`src/hw/rtl/rhc_pkg.sv`:
```
`timescale 1ns / 1ps
// ----------------------------------------------------------------------------
// rhc_pkg: shared types and helpers of the RGB to HSV converter
// Holds the work item passed from the classifier to the divider, the divider
// stage record and the restoring-division step shared by both quotients.
// ----------------------------------------------------------------------------
package rhc_pkg;

  localparam int ChanW        = 8;   // width of one color channel
  localparam int QuoW         = 16;  // width of hue and saturation
  localparam int RemW         = 11;  // holds 6 * chroma (up to 1530)
  localparam int StepsPerStage = 2;  // quotient bits resolved per stage
  localparam int DivStages    = QuoW / StepsPerStage;
  localparam int FifoDepth    = 4;
  localparam int FifoPtrW     = $clog2(FifoDepth);
  localparam int FifoCntW     = $clog2(FifoDepth + 1);

  // Classified pixel, ready for the dividers
  typedef struct packed {
    logic [RemW-1:0]  hue_num;    // sector position, 0 .. 6*chroma-1
    logic [RemW-1:0]  hue_den;    // 6 * chroma
    logic [ChanW-1:0] sat_num;    // chroma
    logic [ChanW-1:0] sat_den;    // value
    logic             hue_zero;   // gray pixel
    logic             sat_zero;   // black pixel
    logic             sat_full;   // chroma equals value, ratio is one
    logic [ChanW-1:0] brightness;
  } work_t;

  // One divider pipeline stage
  typedef struct packed {
    logic [RemW-1:0]  hue_rem;
    logic [RemW-1:0]  hue_den;
    logic [RemW-1:0]  sat_rem;
    logic [RemW-1:0]  sat_den;
    logic [QuoW-1:0]  hue_quo;
    logic [QuoW-1:0]  sat_quo;
    logic             hue_zero;
    logic             sat_zero;
    logic             sat_full;
    logic [ChanW-1:0] brightness;
  } div_t;

  // One restoring step: returns {quotient bit, next remainder}
  function automatic logic [RemW:0] div_step(input logic [RemW-1:0] rem,
                                              input logic [RemW-1:0] den);
    logic [RemW:0] twice;
    logic [RemW:0] diff;
    twice = {rem, 1'b0};
    diff  = twice - {1'b0, den};
    if (twice >= {1'b0, den}) begin
      return {1'b1, diff[RemW-1:0]};
    end else begin
      return {1'b0, twice[RemW-1:0]};
    end
  endfunction

  // Resolve StepsPerStage quotient bits of both divisions
  function automatic div_t div_stage(input div_t s);
    div_t          r;
    logic [RemW:0] h;
    logic [RemW:0] t;
    r = s;
    for (int i = 0; i < StepsPerStage; i++) begin
      h = div_step(r.hue_rem, r.hue_den);
      t = div_step(r.sat_rem, r.sat_den);
      r.hue_rem = h[RemW-1:0];
      r.sat_rem = t[RemW-1:0];
      r.hue_quo = {r.hue_quo[QuoW-2:0], h[RemW]};
      r.sat_quo = {r.sat_quo[QuoW-2:0], t[RemW]};
    end
    return r;
  endfunction

endpackage

```
`src/hw/rtl/rhc_front.sv`:
```
`timescale 1ns / 1ps
// ----------------------------------------------------------------------------
// rhc_front: pixel classifier
// Accepts RGB pixels, finds value, chroma and hue sector, and registers the
// numerators and denominators for the divider back end.
// ----------------------------------------------------------------------------
module rhc_front (
  input  logic                        clk_i,
  input  logic                        rst_ni,
  input  logic                        pix_valid_i,
  output logic                        pix_ready_o,
  input  logic [rhc_pkg::ChanW-1:0]   red_i,
  input  logic [rhc_pkg::ChanW-1:0]   green_i,
  input  logic [rhc_pkg::ChanW-1:0]   blue_i,
  output logic                        work_valid_o,
  input  logic                        work_ready_i,
  output rhc_pkg::work_t              work_o
);

  typedef enum logic [1:0] {
    SecRed,
    SecGreen,
    SecBlue
  } sector_e;

  sector_e                     sector;
  logic [rhc_pkg::ChanW-1:0]   val;
  logic [rhc_pkg::ChanW-1:0]   min_rg;
  logic [rhc_pkg::ChanW-1:0]   min_val;
  logic [rhc_pkg::ChanW-1:0]   chroma;
  logic [rhc_pkg::RemW-1:0]    turn;
  logic [rhc_pkg::RemW:0]      pos;
  rhc_pkg::work_t              work_d;
  rhc_pkg::work_t              work_q;
  logic                        valid_q;
  logic                        load;

  // Find largest channel and its sector, red winning ties over green
  always_comb begin
    if (red_i >= green_i && red_i >= blue_i) begin
      sector = SecRed;
      val    = red_i;
    end else if (green_i >= blue_i) begin
      sector = SecGreen;
      val    = green_i;
    end else begin
      sector = SecBlue;
      val    = blue_i;
    end
    min_rg  = (red_i < green_i) ? red_i : green_i;
    min_val = (min_rg < blue_i) ? min_rg : blue_i;
    chroma  = val - min_val;
  end

  // Position within the turn, wrapped by one turn when negative
  always_comb begin
    turn = {1'b0, chroma, 2'b00} + {2'b00, chroma, 1'b0};
    unique case (sector)
      SecRed:   pos = {4'b0, green_i} - {4'b0, blue_i};
      SecGreen: pos = {3'b0, chroma, 1'b0} + {4'b0, blue_i} - {4'b0, red_i};
      SecBlue:  pos = {2'b0, chroma, 2'b00} + {4'b0, red_i} - {4'b0, green_i};
      default:  pos = '0;
    endcase
    if (pos[rhc_pkg::RemW]) begin
      pos = pos + {1'b0, turn};
    end
  end

  always_comb begin
    work_d.hue_num    = pos[rhc_pkg::RemW-1:0];
    work_d.hue_den    = turn;
    work_d.sat_num    = chroma;
    work_d.sat_den    = val;
    work_d.hue_zero   = (chroma == '0);
    work_d.sat_zero   = (val == '0);
    work_d.sat_full   = (chroma == val) && (val != '0);
    work_d.brightness = val;
  end

  // Hold the classified pixel until the queue takes it
  assign pix_ready_o = !valid_q || work_ready_i;
  assign load        = pix_valid_i && pix_ready_o;

  always_ff @(posedge clk_i or negedge rst_ni) begin
    if (!rst_ni) begin
      valid_q <= 1'b0;
    end else if (pix_ready_o) begin
      valid_q <= pix_valid_i;
    end
  end

  always_ff @(posedge clk_i) begin
    if (load) begin
      work_q <= work_d;
    end
  end

  assign work_valid_o = valid_q;
  assign work_o       = work_q;

endmodule

```
`src/hw/rtl/rhc_fifo.sv`:
```
`timescale 1ns / 1ps
// ----------------------------------------------------------------------------
// rhc_fifo: work queue
// Short first-in first-out queue between the classifier and the divider so
// either side can stall on its own.
// ----------------------------------------------------------------------------
module rhc_fifo (
  input  logic            clk_i,
  input  logic            rst_ni,
  input  logic            in_valid_i,
  output logic            in_ready_o,
  input  rhc_pkg::work_t  in_data_i,
  output logic            out_valid_o,
  input  logic            out_ready_i,
  output rhc_pkg::work_t  out_data_o
);

  rhc_pkg::work_t                   mem_q [rhc_pkg::FifoDepth];
  logic [rhc_pkg::FifoPtrW-1:0]     wr_ptr_q;
  logic [rhc_pkg::FifoPtrW-1:0]     rd_ptr_q;
  logic [rhc_pkg::FifoCntW-1:0]     count_q;
  logic                             push;
  logic                             pop;

  assign in_ready_o  = (count_q != rhc_pkg::FifoCntW'(rhc_pkg::FifoDepth));
  assign out_valid_o = (count_q != '0);
  assign out_data_o  = mem_q[rd_ptr_q];
  assign push        = in_valid_i && in_ready_o;
  assign pop         = out_valid_o && out_ready_i;

  // Advance pointers and occupancy
  always_ff @(posedge clk_i or negedge rst_ni) begin
    if (!rst_ni) begin
      wr_ptr_q <= '0;
      rd_ptr_q <= '0;
      count_q  <= '0;
    end else begin
      if (push) begin
        wr_ptr_q <= (wr_ptr_q == rhc_pkg::FifoPtrW'(rhc_pkg::FifoDepth - 1)) ?
                    '0 : wr_ptr_q + 1'b1;
      end
      if (pop) begin
        rd_ptr_q <= (rd_ptr_q == rhc_pkg::FifoPtrW'(rhc_pkg::FifoDepth - 1)) ?
                    '0 : rd_ptr_q + 1'b1;
      end
      if (push && !pop) begin
        count_q <= count_q + 1'b1;
      end else if (pop && !push) begin
        count_q <= count_q - 1'b1;
      end
    end
  end

  // Store the entry
  always_ff @(posedge clk_i) begin
    if (push) begin
      mem_q[wr_ptr_q] <= in_data_i;
    end
  end

endmodule

```
`src/hw/rtl/rhc_back.sv`:
```
`timescale 1ns / 1ps
// ----------------------------------------------------------------------------
// rhc_back: divider back end
// Pipelined restoring dividers for hue and saturation, two quotient bits
// per stage, with per-stage valid bits and a ready chain for stalls.
// ----------------------------------------------------------------------------
module rhc_back (
  input  logic                       clk_i,
  input  logic                       rst_ni,
  input  logic                       work_valid_i,
  output logic                       work_ready_o,
  input  rhc_pkg::work_t             work_i,
  output logic                       res_valid_o,
  input  logic                       res_ready_i,
  output logic [rhc_pkg::QuoW-1:0]   hue_o,
  output logic [rhc_pkg::QuoW-1:0]   saturation_o,
  output logic [rhc_pkg::ChanW-1:0]  brightness_o
);

  localparam int Last = rhc_pkg::DivStages - 1;

  rhc_pkg::div_t                  entry;
  rhc_pkg::div_t                  src   [rhc_pkg::DivStages];
  rhc_pkg::div_t                  stage_q [rhc_pkg::DivStages];
  logic [rhc_pkg::DivStages-1:0]  src_valid;
  logic [rhc_pkg::DivStages-1:0]  valid_q;
  logic [rhc_pkg::DivStages:0]    rdy;

  // Seed remainders with the numerators
  always_comb begin
    entry.hue_rem    = work_i.hue_num;
    entry.hue_den    = work_i.hue_den;
    entry.sat_rem    = rhc_pkg::RemW'(work_i.sat_num);
    entry.sat_den    = rhc_pkg::RemW'(work_i.sat_den);
    entry.hue_quo    = '0;
    entry.sat_quo    = '0;
    entry.hue_zero   = work_i.hue_zero;
    entry.sat_zero   = work_i.sat_zero;
    entry.sat_full   = work_i.sat_full;
    entry.brightness = work_i.brightness;
  end

  // Stage sources and ready chain from the output backwards
  always_comb begin
    src[0]       = entry;
    src_valid[0] = work_valid_i;
    for (int k = 1; k < rhc_pkg::DivStages; k++) begin
      src[k]       = stage_q[k-1];
      src_valid[k] = valid_q[k-1];
    end
    rdy[rhc_pkg::DivStages] = res_ready_i;
    for (int k = rhc_pkg::DivStages - 1; k >= 0; k--) begin
      rdy[k] = !valid_q[k] || rdy[k+1];
    end
  end

  assign work_ready_o = rdy[0];

  // Advance stage valid bits
  always_ff @(posedge clk_i or negedge rst_ni) begin
    if (!rst_ni) begin
      valid_q <= '0;
    end else begin
      for (int k = 0; k < rhc_pkg::DivStages; k++) begin
        if (rdy[k]) begin
          valid_q[k] <= src_valid[k];
        end
      end
    end
  end

  // Resolve the next quotient bits as the item moves down
  always_ff @(posedge clk_i) begin
    for (int k = 0; k < rhc_pkg::DivStages; k++) begin
      if (rdy[k] && src_valid[k]) begin
        stage_q[k] <= rhc_pkg::div_stage(src[k]);
      end
    end
  end

  // Apply gray, black and full-saturation overrides
  always_comb begin
    res_valid_o  = valid_q[Last];
    brightness_o = stage_q[Last].brightness;
    hue_o        = stage_q[Last].hue_zero ? '0 : stage_q[Last].hue_quo;
    priority if (stage_q[Last].sat_zero) begin
      saturation_o = '0;
    end else if (stage_q[Last].sat_full) begin
      saturation_o = '1;
    end else begin
      saturation_o = stage_q[Last].sat_quo;
    end
  end

endmodule

```
`src/hw/rtl/rgb_to_hsv_converter.sv`:
```
`timescale 1ns / 1ps
// ----------------------------------------------------------------------------
// rgb_to_hsv_converter: streaming RGB to HSV pixel converter
// Converts 8-bit RGB pixels to 16-bit hue, 16-bit saturation and 8-bit value.
// ----------------------------------------------------------------------------
// Takes one pixel per clock unless stalled and returns one HSV result per
// pixel, in order. A pixel passes the classifier register, the four-entry
// work queue and the divider pipeline, which resolves two quotient bits
// of hue and of saturation in each stage.
// Throughput stays at one pixel per clock as long as the output is taken;
// the queue lets the input keep flowing while the output stalls, until full.
// Hue is a fraction of a turn (65536 is one turn), saturation is chroma over
// value as a 16-bit fraction clamped to 65535, and both are zero for a gray
// or black pixel.
module rgb_to_hsv_converter (
  input  logic        clk_i,
  input  logic        rst_ni,
  input  logic        s_axis_tvalid,
  output logic        s_axis_tready,
  input  logic [23:0] s_axis_tdata,   // red [7:0], green [15:8], blue [23:16]
  output logic        m_axis_tvalid,
  input  logic        m_axis_tready,
  output logic [39:0] m_axis_tdata    // hue [15:0], saturation [31:16],
                                      // brightness [39:32]
);

  logic                        work_valid;
  logic                        work_ready;
  rhc_pkg::work_t              work;
  logic                        queue_valid;
  logic                        queue_ready;
  rhc_pkg::work_t              queue_data;
  logic [rhc_pkg::QuoW-1:0]    hue;
  logic [rhc_pkg::QuoW-1:0]    saturation;
  logic [rhc_pkg::ChanW-1:0]   brightness;

  rhc_front u_front (
    .clk_i        (clk_i),
    .rst_ni       (rst_ni),
    .pix_valid_i  (s_axis_tvalid),
    .pix_ready_o  (s_axis_tready),
    .red_i        (s_axis_tdata[7:0]),
    .green_i      (s_axis_tdata[15:8]),
    .blue_i       (s_axis_tdata[23:16]),
    .work_valid_o (work_valid),
    .work_ready_i (work_ready),
    .work_o       (work)
  );

  rhc_fifo u_fifo (
    .clk_i       (clk_i),
    .rst_ni      (rst_ni),
    .in_valid_i  (work_valid),
    .in_ready_o  (work_ready),
    .in_data_i   (work),
    .out_valid_o (queue_valid),
    .out_ready_i (queue_ready),
    .out_data_o  (queue_data)
  );

  rhc_back u_back (
    .clk_i        (clk_i),
    .rst_ni       (rst_ni),
    .work_valid_i (queue_valid),
    .work_ready_o (queue_ready),
    .work_i       (queue_data),
    .res_valid_o  (m_axis_tvalid),
    .res_ready_i  (m_axis_tready),
    .hue_o        (hue),
    .saturation_o (saturation),
    .brightness_o (brightness)
  );

  assign m_axis_tdata = {brightness, saturation, hue};

`ifndef SYNTHESIS
  // A black pixel has neither hue nor saturation
  assert property (@(posedge clk_i) disable iff (!rst_ni)
    m_axis_tvalid && (m_axis_tdata[39:32] == 8'd0) |->
      (m_axis_tdata[31:16] == 16'd0) && (m_axis_tdata[15:0] == 16'd0))
    else $error("black pixel with nonzero hue or saturation");

  // Any hue implies nonzero chroma, hence nonzero saturation
  assert property (@(posedge clk_i) disable iff (!rst_ni)
    m_axis_tvalid && (m_axis_tdata[15:0] != 16'd0) |->
      (m_axis_tdata[31:16] != 16'd0))
    else $error("nonzero hue with zero saturation");

  // No result is offered while in reset
  assert property (@(posedge clk_i) !rst_ni |-> !m_axis_tvalid)
    else $error("result valid during reset");
`endif

endmodule

```
`config.mk`:
```
export PLATFORM = sky130hd
export DESIGN_NAME = rgb_to_hsv_converter
export DESIGN_NICKNAME = d
export VERILOG_FILES = /design/src/hw/rtl/rhc_pkg.sv /design/src/hw/rtl/rhc_front.sv /design/src/hw/rtl/rhc_fifo.sv /design/src/hw/rtl/rhc_back.sv /design/src/hw/rtl/rgb_to_hsv_converter.sv
export SDC_FILE = /design/constraint.sdc
export NUM_CORES = 1
export LEC_CHECK = 0
export BUFFER_PORTS_ARGS = -buffer_cell sky130_fd_sc_hd__buf_2
export CORE_MARGIN = 1.5
export CORE_UTILIZATION = 40
export CTS_BUF_LIST = sky130_fd_sc_hd__clkbuf_8
export DETAILED_ROUTE_END_ITERATION = 12
export PLACE_DENSITY_LB_ADDON = 0.12
export SLEW_MARGIN = 15
export SYNTH_ARGS = -nofsm -noshare
export SYNTH_HDL_FRONTEND = slang
export SYNTH_SLANG_ARGS = --single-unit
```
`constraint.sdc`:
```
create_clock -name clk_i -period 10.9 [get_ports clk_i]
set_input_delay 1.09 -clock clk_i [delete_from_list [all_inputs] [get_ports clk_i]]
set_output_delay 1.09 -clock clk_i [all_outputs]
set_load 0.1 [all_outputs]
```
* Yosys cells after proc, flatten, opt, wreduce, memory -nomap -nowiden
Memory sizes are Yosys's and may differ from the RTL's.
Index checks and enable logic that the tools add are counted.
** Word-level totals
- Register bits after elaboration :: 57
- Output and inout bits :: 42
- Input port bits :: 28
- RAM bits :: 892
- Memories kept :: 2
- Word-level logic and storage cells :: 245
** Cells by class
- Add/subtract/negate cells :: 44
- Reductions and logical operators :: 40
- $lt $le $gt $ge :: 37
- Muxes and demuxes :: 97
- Equality and inequality tests :: 6
** Memory list
- u_back.stage_q :: depth 8, width 87, read ports 8, clocked after memory_dff 0, wr ports 8, line rhc_back.sv:24 : rhc_pkg::div_t stage_q [rhc_pkg::DivStages];
- u_fifo.mem_q :: depth 4, width 49, read ports 1, clocked after memory_dff 0, wr ports 1, line rhc_fifo.sv:18 : rhc_pkg::work_t mem_q [rhc_pkg::FifoDepth];
** Operators with widths (number)
- $mux 12 :: 64
- $ge 12x11->1 :: 30
- $sub 11x11->11 :: 30
- $mux 16 :: 3
- $pmux 12 s3 :: 1
- $mux 8 :: 4
- $ge 8x8->1 :: 3
- $sub 12x8->12 :: 2
- $mux 1 :: 18
- $logic_not 8->1 :: 2
- $lt 8x8->1 :: 2
- $logic_and 1x1->1 :: 14
- $ge 12x8->1 :: 1
- $add 10x8->11 :: 1
- $add 10x9->11 :: 1
- $add 11x11->11 :: 1
- $logic_not 1->1 :: 11
- $mux 11 :: 1
- $sub 11x8->11 :: 1
- $add 9x8->10 :: 1
- $sub 9x8->10 :: 1
- $ge 9x8->1 :: 1
- $logic_or 1x1->1 :: 9
- $sub 8x8->9 :: 1
- other kinds (14) :: 21

* Longest topological paths before layout
Gate-level depths: netlist (run 1).
- Word-level depth :: 14
- Depth in mapped cells :: 44
- Mapped depth without buffers :: 42

* By module
From an unflattened synthesis (run 1), not the netlist that was laid out.
** Unflattened totals
- Cell total of the unflattened synthesis :: 3720
- Area, all modules :: 45127.0 um^2
** Modules (own cells, without submodules)
- rhc_back :: area an instance 32284.7 um^2, times used 1, cells an instance 2863
- rhc_fifo :: area an instance 7569.8 um^2, times used 1, cells an instance 294
- rhc_front :: area an instance 5272.6 um^2, times used 1, cells an instance 563

* Least setup slack after synthesis (run 1)
No wires, ideal clock.
- Path type :: input-to-reg
- From :: input port s_axis_tdata[0]
- To :: register u_front.work_q (netlist bit u_front.work_o[48]), data pin
- Setup time :: 0.262 ns
- Cell stages on the path :: 42
- Arrival time :: 8.216 ns
- Path buffers :: 2
- Slack :: 2.422 ns
- Cell sequence :: inv_1 ha_1 inv_1 fa_1 nand3_2 a21oi_1 nor2_1 clkbuf_1 o21ai_0 ha_1 nand2_1 nor3_1 nand2_1 a31oi_1 nor2b_1 clkbuf_1 a21oi_1 ha_1 (+6 left out) nor2b_1 o21ai_0 a21boi_0 o21ai_0 nand2b_1 a21o_1 a21oi_1 xnor2_1 xnor2_1 a211o_1 nand2_1 ha_1 inv_1 o21bai_1 a21oi_1 xnor2_1 nor2b_1 xnor2_1
** On the way
- Word-level cells in the longest chain between the ends :: 10
- Elaborated cells on any way between the ends :: 21
- Those cells by class :: add/sub: 7; order compare: 4; eq/ne: 2; mux: 6; reduce/logical: 2
** Ends and longest elaborated chain
- start, declared :: line rgb_to_hsv_converter.sv:20 : input logic [23:0] s_axis_tdata,
- $lt 8x8->1 :: line rhc_front.sv:50 : min_rg = (red_i < green_i) ? red_i : green_i;
- $mux 8 :: line rhc_front.sv:50
- $lt 8x8->1 :: line rhc_front.sv:51 : min_val = (min_rg < blue_i) ? min_rg : blue_i;
- $mux 8 :: line rhc_front.sv:51
- $sub 8x8->8 (*) :: line rhc_front.sv:52 : chroma = val - min_val;
- via u_front.chroma, one bit :: line rhc_front.sv:30 : logic [rhc_pkg::ChanW-1:0] chroma;
- $add 10x8->11 or $add 9x8->10 (tied branches) :: line rhc_front.sv:61, rhc_front.sv:60
- $sub 12x8->12, on equally long branches :: line rhc_front.sv:61, rhc_front.sv:60
- $pmux 12 s3 :: line rhc_front.sv:58 : unique case (sector)
- $add 11x11->11 :: line rhc_front.sv:65 : pos = pos + {1'b0, turn};
- $mux 11 (*) :: line rhc_front.sv:64 : if (pos[rhc_pkg::RemW]) begin
- via u_front.pos, one bit :: line rhc_front.sv:32 : logic [rhc_pkg::RemW:0] pos;
- end signal, assigned :: line rhc_front.sv:94 : work_q <= work_d;
- end, declared :: line rhc_front.sv:34 : rhc_pkg::work_t work_q;
Mark *: on every way through the listed nets, which the timed path passes. The rest lies on a longest branch.
A chain may end at the register's enable or synchronous reset.

* Worst setup path in the final report (run 1)
Ends and elaborated chain as after synthesis.

==> results.py, run 1 <==
metrics = {
    "route": {
        "vias": 25300,
        "drcViolationCount": 0,
        "via_per_inst": 5.11,
        "first_pass_iters": 5,
        "drtAntennaViolNets": 0,
        "wl_um": 86500,
        "wire_per_inst_um": 17.4,
        "drtIter0Drc": 1032,
    },
    "worst_setup_path": {
        "crit_path_end": "u_front.work_o[48]$_DFFE_PP_",
        "worstSetupPathType": "input pin to flop",
        "r2r_start": "u_fifo.rd_ptr_q[1]$_DFFE_PN0P_",
        "r2r-end": "u_back.stage_q[0][79]$_DFFE_PP_",
        "critPathLaunch": "s_axis_tdata[0]",
        "start_kind": "input pin",
        "cp_slowest_cell": "nor2b_1",
        "critPathMaxStageDelay_ns": 0.59,
        "worst_r2r_path_depth": 27,
        "crit_required_ns": 11.34,
        "r2r_slack_ns": 3.82,
        "critPathCaptureType": "flop",
        "arrival_ns": 9.60,
        "crit_fanout": 14,
    },
    "global_route": {
        "grt_pass1_vias": 26100,
        "globalRouteMet1Util_pct": 20.4,
        "use_met2_pct": 31.2,
        "use_met3_pct": 2.32,
        "grt_max_degree": 67,
        "grt_first_pass_wirelength_um": 139000,
        "grt_overflow": 0,
        "grt_busiest_layer": "met2",
        "antenna_found_initial": 1,
        "track_usage_pct": 17.1,
    },
    "cts": {
        "cts_resized": 0,
        "cts_hold_buffers": 0,
        "path_clk_slew_ns": 0.06,
        "cts_tree": "yes",
        "cts_sinks": 660,
        "insertion_delay_ns": 0.75,
        "cts.path.max_buffers": 3,
        "cts_setup_buffers": 0,
        "cts.htree.levels": 3,
        "cts_buffers": 113,
        "cts_root_buf": "clkbuf_8",
    },
    "logic_synthesis": {
        "yosys_most_used_dff": "edfxtp_1",
        "synth_top_cell_area_share_pct": 48.6,
        "yosysMostFrequentCell": "edfxtp_1",
        "synth_area_leaders": "edfxtp_1, ha_1, mux2_2",
        "postSynthRegisterBits": 660,
        "yosysUniqueCellTypes": 84,
        "synthTopCellsByCount": "edfxtp_1, ha_1, inv_1",
        "ys_seq_area_share_pct": 49.6,
        "synthesis.nets": 3847,
        "synth_cells": 3423,
        "synthArstFlopShare_pct": 2.42,
        "synth_warnings": 0,
        "syn_area_um2": 39800,
        "synth_enable_flop_cells": 644,
        "syn_area_per_cell_um2": 11.6,
        "yosysTopAreaCell": "edfxtp_1",
    },
    "sta": {
        "rsz0062_at_grt": "no",
        "maxSlewViolCount": 0,
        "tns_ns": 0,
        "final.min_clock_period_ns": 9.16,
        "max_freq_mhz": 109,
        "finalClockSkew_ns": 0.0497,
        "worstMarginPinSlew_ns": 0.974,
        "relSlewSlack_pct": 34.9,
        "finalHoldViolations": 0,
        "worst_hold_slack_ns": 0.265,
        "fin_crit_sh_pct": 84.0,
        "report.final.setup_viol": 0,
    },
    "layout": {
        "drive_above_1_share_pct": 13.5,
        "area_delta_synth_final_pct": 10.7,
        "nNetsFinal": 4004,
    },
    "place": {
        "port_buffers": 69,
        "dp_hpwl_um": 65900,
        "routabilityCongestion": 0.878,
    },
    "floorplan": {
        "dieArea_um2": 101000,
        "start_util_pct": 40.4,
        "num_rows": 115,
        "core_um2": 98600,
        "fp.dieW_um": 319,
        "die_h_um": 319,
        "num_io_pins": 70,
    },
    "worst_hold_path": {
        "hp-class": "input pin to asynchronous set/reset pin",
    },
    "job": {
        "drv_cap": 0,
    },
    "run_status": {
        "status": "finished, final reports clean",
    },
}
-- flip-flops by register name, summed over array words and instances, names as in the netlist --
name,count
u_back.stage_q,449
u_front.work_o,39
u_fifo.wr_ptr_q,2
u_fifo.rd_ptr_q,2
u_back.valid_q,8
u_fifo.mem_q,156
u_front.work_valid_o,1
u_fifo.count_q,3
-- final cells by class --
| cell class | instances | area (um2) |
|---|---|---|
| fill | 9160 | 54500 |
| sequential | 660 | 19700 |
| multi-input combinational | 2343 | 18500 |
| tap | 1287 | 1610 |
| clock buffer | 113 | 1560 |
| inverter | 366 | 1380 |
| clock inverter | 91 | 697 |
| timing repair buffer | 96 | 548 |
| antenna | 1 | 2.50 |
-- per-stage QoR --
step                      util [%]  cells  instance area [um2]  setup WS, ns
after floorplan                  -   3423                39800          2.42
after global placement        42.4   4752                41800          1.25
after detailed placement      42.4   4752                41800          1.05
after CTS                     44.7   4956                44100          1.80
after global routing          44.7   4957                44100          1.05
final                         44.7   4957                44100          1.74
-- critical path, delay by kind of cell --
family	cells	cell delay, ns
AO/OA/AOI/OAI	14	2.53
XOR/XNOR	4	0.99
adder cells (fa/ha/maj)	7	2.26
buffers and inverters	3	0.28
multiplexers	1	0.38
AND/OR/NAND/NOR	8	2.05
-- worst min-delay path by stage --
stage                                         start                               to  cells past startpoint
finish                                       rst_ni   u_fifo.wr_ptr_q[0]$_DFFE_PN0P_                      1
global route                                 rst_ni   u_fifo.wr_ptr_q[0]$_DFFE_PN0P_                      1
CTS                                          rst_ni    u_back.valid_q[6]$_DFFE_PN0P_                      1
detailed placement  u_back.stage_q[1][12]$_DFFE_PP_  u_back.stage_q[2][14]$_DFFE_PP_                      0
global placement    u_back.stage_q[3][28]$_DFFE_PP_  u_back.stage_q[4][30]$_DFFE_PP_                      0
floorplan           u_back.stage_q[0][10]$_DFFE_PP_  u_back.stage_q[1][10]$_DFFE_PP_                      0
-- placed cells by master, fill, tap and decap left out, types with 18 or more instances in the layout --
| cell type | n |
|---|---|
| ha_1 | 370 |
| inv_1 | 397 |
| a21o_1 | 60 |
| a21boi_0 | 35 |
| nor4_1 | 18 |
| edfxtp_1 | 644 |
| nand2b_1 | 56 |
| o21ai_1 | 22 |
| o21a_1 | 52 |
| clkinv_1 | 21 |
| a21oi_1 | 170 |
| o21ai_0 | 188 |
| o21bai_1 | 22 |
| a211oi_1 | 24 |
| and2_1 | 21 |
| clkbuf_8 | 113 |
| nand3_1 | 38 |
| mux4_2 | 39 |
| xnor2_1 | 137 |
| mux2i_1 | 37 |
| buf_4 | 27 |
| nor2_1 | 260 |
| o31ai_1 | 19 |
| nand4_1 | 41 |
| and3_1 | 22 |
| xor2_1 | 61 |
| fa_1 | 26 |
| nor3_1 | 36 |
| clkinv_2 | 19 |
| nor2b_1 | 75 |
| mux2_2 | 157 |
| nand2_1 | 187 |
| buf_2 | 69 |
-- layer usage --
layer,share of wire (%),wire length [um]
met1,44,37700
met2,51,43800
met4,2.9,2520
met5,0,0
met3,2.8,2400
-- kinds of logic after synthesis --
family	after synthesis	synth area share (%)
XOR/XNOR	201	4.55
AND/OR/NAND/NOR	812	9.91
adder cells (fa/ha/maj)	396	12.9
buffers and inverters	420	4.11
flip-flops	660	49.6
multiplexers	244	7.89
AO/OA/AOI/OAI	690	11.0
Power of run 1 is left out: the tool's default activity adds up to more than one toggle a clock period on the data nets, which glitch-free logic cannot reach.
==> run 2, diff against run 1 <==
==> constraint.sdc (replaced) <==
create_clock -name clk_i -period 9.1 [get_ports clk_i]
set_input_delay 0.91 -clock clk_i [delete_from_list [all_inputs] [get_ports clk_i]]
set_output_delay 0.91 -clock clk_i [all_outputs]
set_load 0.1 [all_outputs]
==> results.py, run 2 (synthesized netlist as in run 1, its figures left out) <==
metrics = {
    "run_status": {
        "status": "finished, final reports clean",
    },
    "worst_setup_path": {
        "arrival_ns": 8.62,
        "critPathMaxStageDelay_ns": 0.71,
        "worstSetupPathType": "input pin to flop",
        "r2r-end": "u_back.stage_q[0][79]$_DFFE_PP_",
        "critPathCaptureType": "flop",
        "crit_required_ns": 9.56,
        "cp_slowest_cell": "fa_1",
        "crit_fanout": 14,
        "critPathLaunch": "s_axis_tdata[0]",
        "start_kind": "input pin",
        "worst_r2r_path_depth": 26,
        "r2r_start": "u_fifo.rd_ptr_q[0]$_DFFE_PN0P_",
        "crit_path_end": "u_front.work_o[48]$_DFFE_PP_",
        "r2r_slack_ns": 2.12,
    },
    "cts": {
        "cts_setup_buffers": 0,
        "cts_tree": "yes",
        "cts_root_buf": "clkbuf_8",
        "cts_sinks": 660,
        "cts.path.max_buffers": 3,
        "cts_hold_buffers": 0,
        "cts.htree.levels": 3,
        "insertion_delay_ns": 0.74,
        "cts_resized": 0,
        "cts_buffers": 112,
        "path_clk_slew_ns": 0.06,
    },
    "sta": {
        "finalHoldViolations": 0,
        "rsz0062_at_grt": "no",
        "finalClockSkew_ns": 0.0382,
        "report.final.setup_viol": 0,
        "worstMarginPinSlew_ns": 0.966,
        "tns_ns": 0,
        "fin_crit_sh_pct": 89.7,
        "final.min_clock_period_ns": 8.16,
        "maxSlewViolCount": 0,
        "max_freq_mhz": 123,
        "relSlewSlack_pct": 35.5,
    },
    "global_route": {
        "antenna_found_initial": 1,
        "grt_pass1_vias": 26300,
        "track_usage_pct": 16.9,
        "grt_max_degree": 67,
        "grt_first_pass_wirelength_um": 138000,
        "grt_overflow": 0,
    },
    "layout": {
        "largest_register_ffs": 449,
        "regMostFlops": "u_back.stage_q",
        "nNetsFinal": 4014,
        "final_common_cell": "edfxtp_1",
        "final_cell_mix": "edfxtp_1, inv_1, ha_1",
        "area_delta_synth_final_pct": 11.1,
        "drive_above_1_share_pct": 13.8,
    },
    "route": {
        "vias": 25400,
        "drtAntennaViolNets": 0,
        "first_pass_iters": 5,
        "via_per_inst": 5.10,
        "wire_per_inst_um": 17.1,
        "drcViolationCount": 0,
        "drtIter0Drc": 1004,
        "wl_um": 84900,
    },
    "floorplan": {
        "dieArea_um2": 101000,
        "die_h_um": 319,
        "fp.dieW_um": 319,
        "num_io_pins": 70,
        "start_util_pct": 40.4,
        "core_um2": 98600,
        "num_rows": 115,
    },
    "place": {
        "dp_hpwl_um": 65200,
        "port_buffers": 69,
        "routabilityCongestion": 0.871,
    },
    "worst_hold_path": {
        "hp-class": "input pin to asynchronous set/reset pin",
    },
    "job": {
        "drv_cap": 0,
    },
}
## run 2: changes by cell type in the layout (fill, tap and decap cells not counted), sizes merged
cell	previous run	this run
clkbuf	113	112
bufinv	9	12
buf	96	107
clkinv	42	48
inv	403	398
## run 2: stage by stage
| stage | instance area (um2) | std cells | setup slack (ns) | hold WS [ns] | util, % |
|---|---|---|---|---|---|
| 2_1_floorplan | 39800 | 3423 | 0.802 | 0.400 | - |
| 3_3_place_gp | 41900 | 4763 | 0.388 | 0.400 | 42.5 |
| 3_5_place_dp | 41900 | 4763 | 0.199 | 0.405 | 42.5 |
| 4_1_cts | 44200 | 4970 | 1.00 | 0.0526 | 44.9 |
| 5_1_grt | 44200 | 4971 | 0.252 | 0.106 | 44.9 |
| 6_report | 44200 | 4971 | 0.939 | 0.130 | 44.9 |
## run 2: metal layers
layer	up-vias	share of wire (%)	routed length, um	global-route usage [%]
met1	12100	44	37200	20.2
met5	-	0	0	0
met2	350	51	43100	30.9
met3	131	2.9	2470	2.21
met4	0	2.6	2190	5.99
li1	12800	-	-	-
## run 2: area by class of cell
| type | count | area [um2] |
|---|---|---|
| Inverter | 366 | 1380 |
| Fill cell | 9210 | 54300 |
| Tap cell | 1287 | 1610 |
| Multi-Input combinational cell | 2343 | 18500 |
| Antenna cell | 1 | 2.50 |
| Clock inverter | 95 | 791 |
| Sequential cell | 660 | 19700 |
| Clock buffer | 112 | 1540 |
| Timing Repair Buffer | 107 | 631 |
## run 2: worst min path at each step
stage	from	endpoint	slack, ns	cells past startpoint
floorplan	u_back.stage_q[0][10]$_DFFE_PP_	u_back.stage_q[1][10]$_DFFE_PP_	0.40	0
global placement	u_back.stage_q[5][32]$_DFFE_PP_	u_back.stage_q[6][34]$_DFFE_PP_	0.40	0
detailed placement	u_back.stage_q[1][11]$_DFFE_PP_	u_back.stage_q[2][13]$_DFFE_PP_	0.40	0
CTS	rst_ni	u_fifo.rd_ptr_q[1]$_DFFE_PN0P_	0.05	1
global route	rst_ni	u_fifo.rd_ptr_q[1]$_DFFE_PN0P_	0.11	1
finish	rst_ni	u_fifo.rd_ptr_q[1]$_DFFE_PN0P_	0.13	1
## run 2: critical path, delay by kind of cell
family / cells / cell delay (ns)
AND/OR/NAND/NOR: 8 / 1.09
XOR/XNOR: 3 / 0.48
multiplexers: 1 / 0.12
AO/OA/AOI/OAI: 13 / 2.31
buffers and inverters: 7 / 0.75
adder cells (fa/ha/maj): 8 / 2.94
Power of run 2 is left out for the same reason.
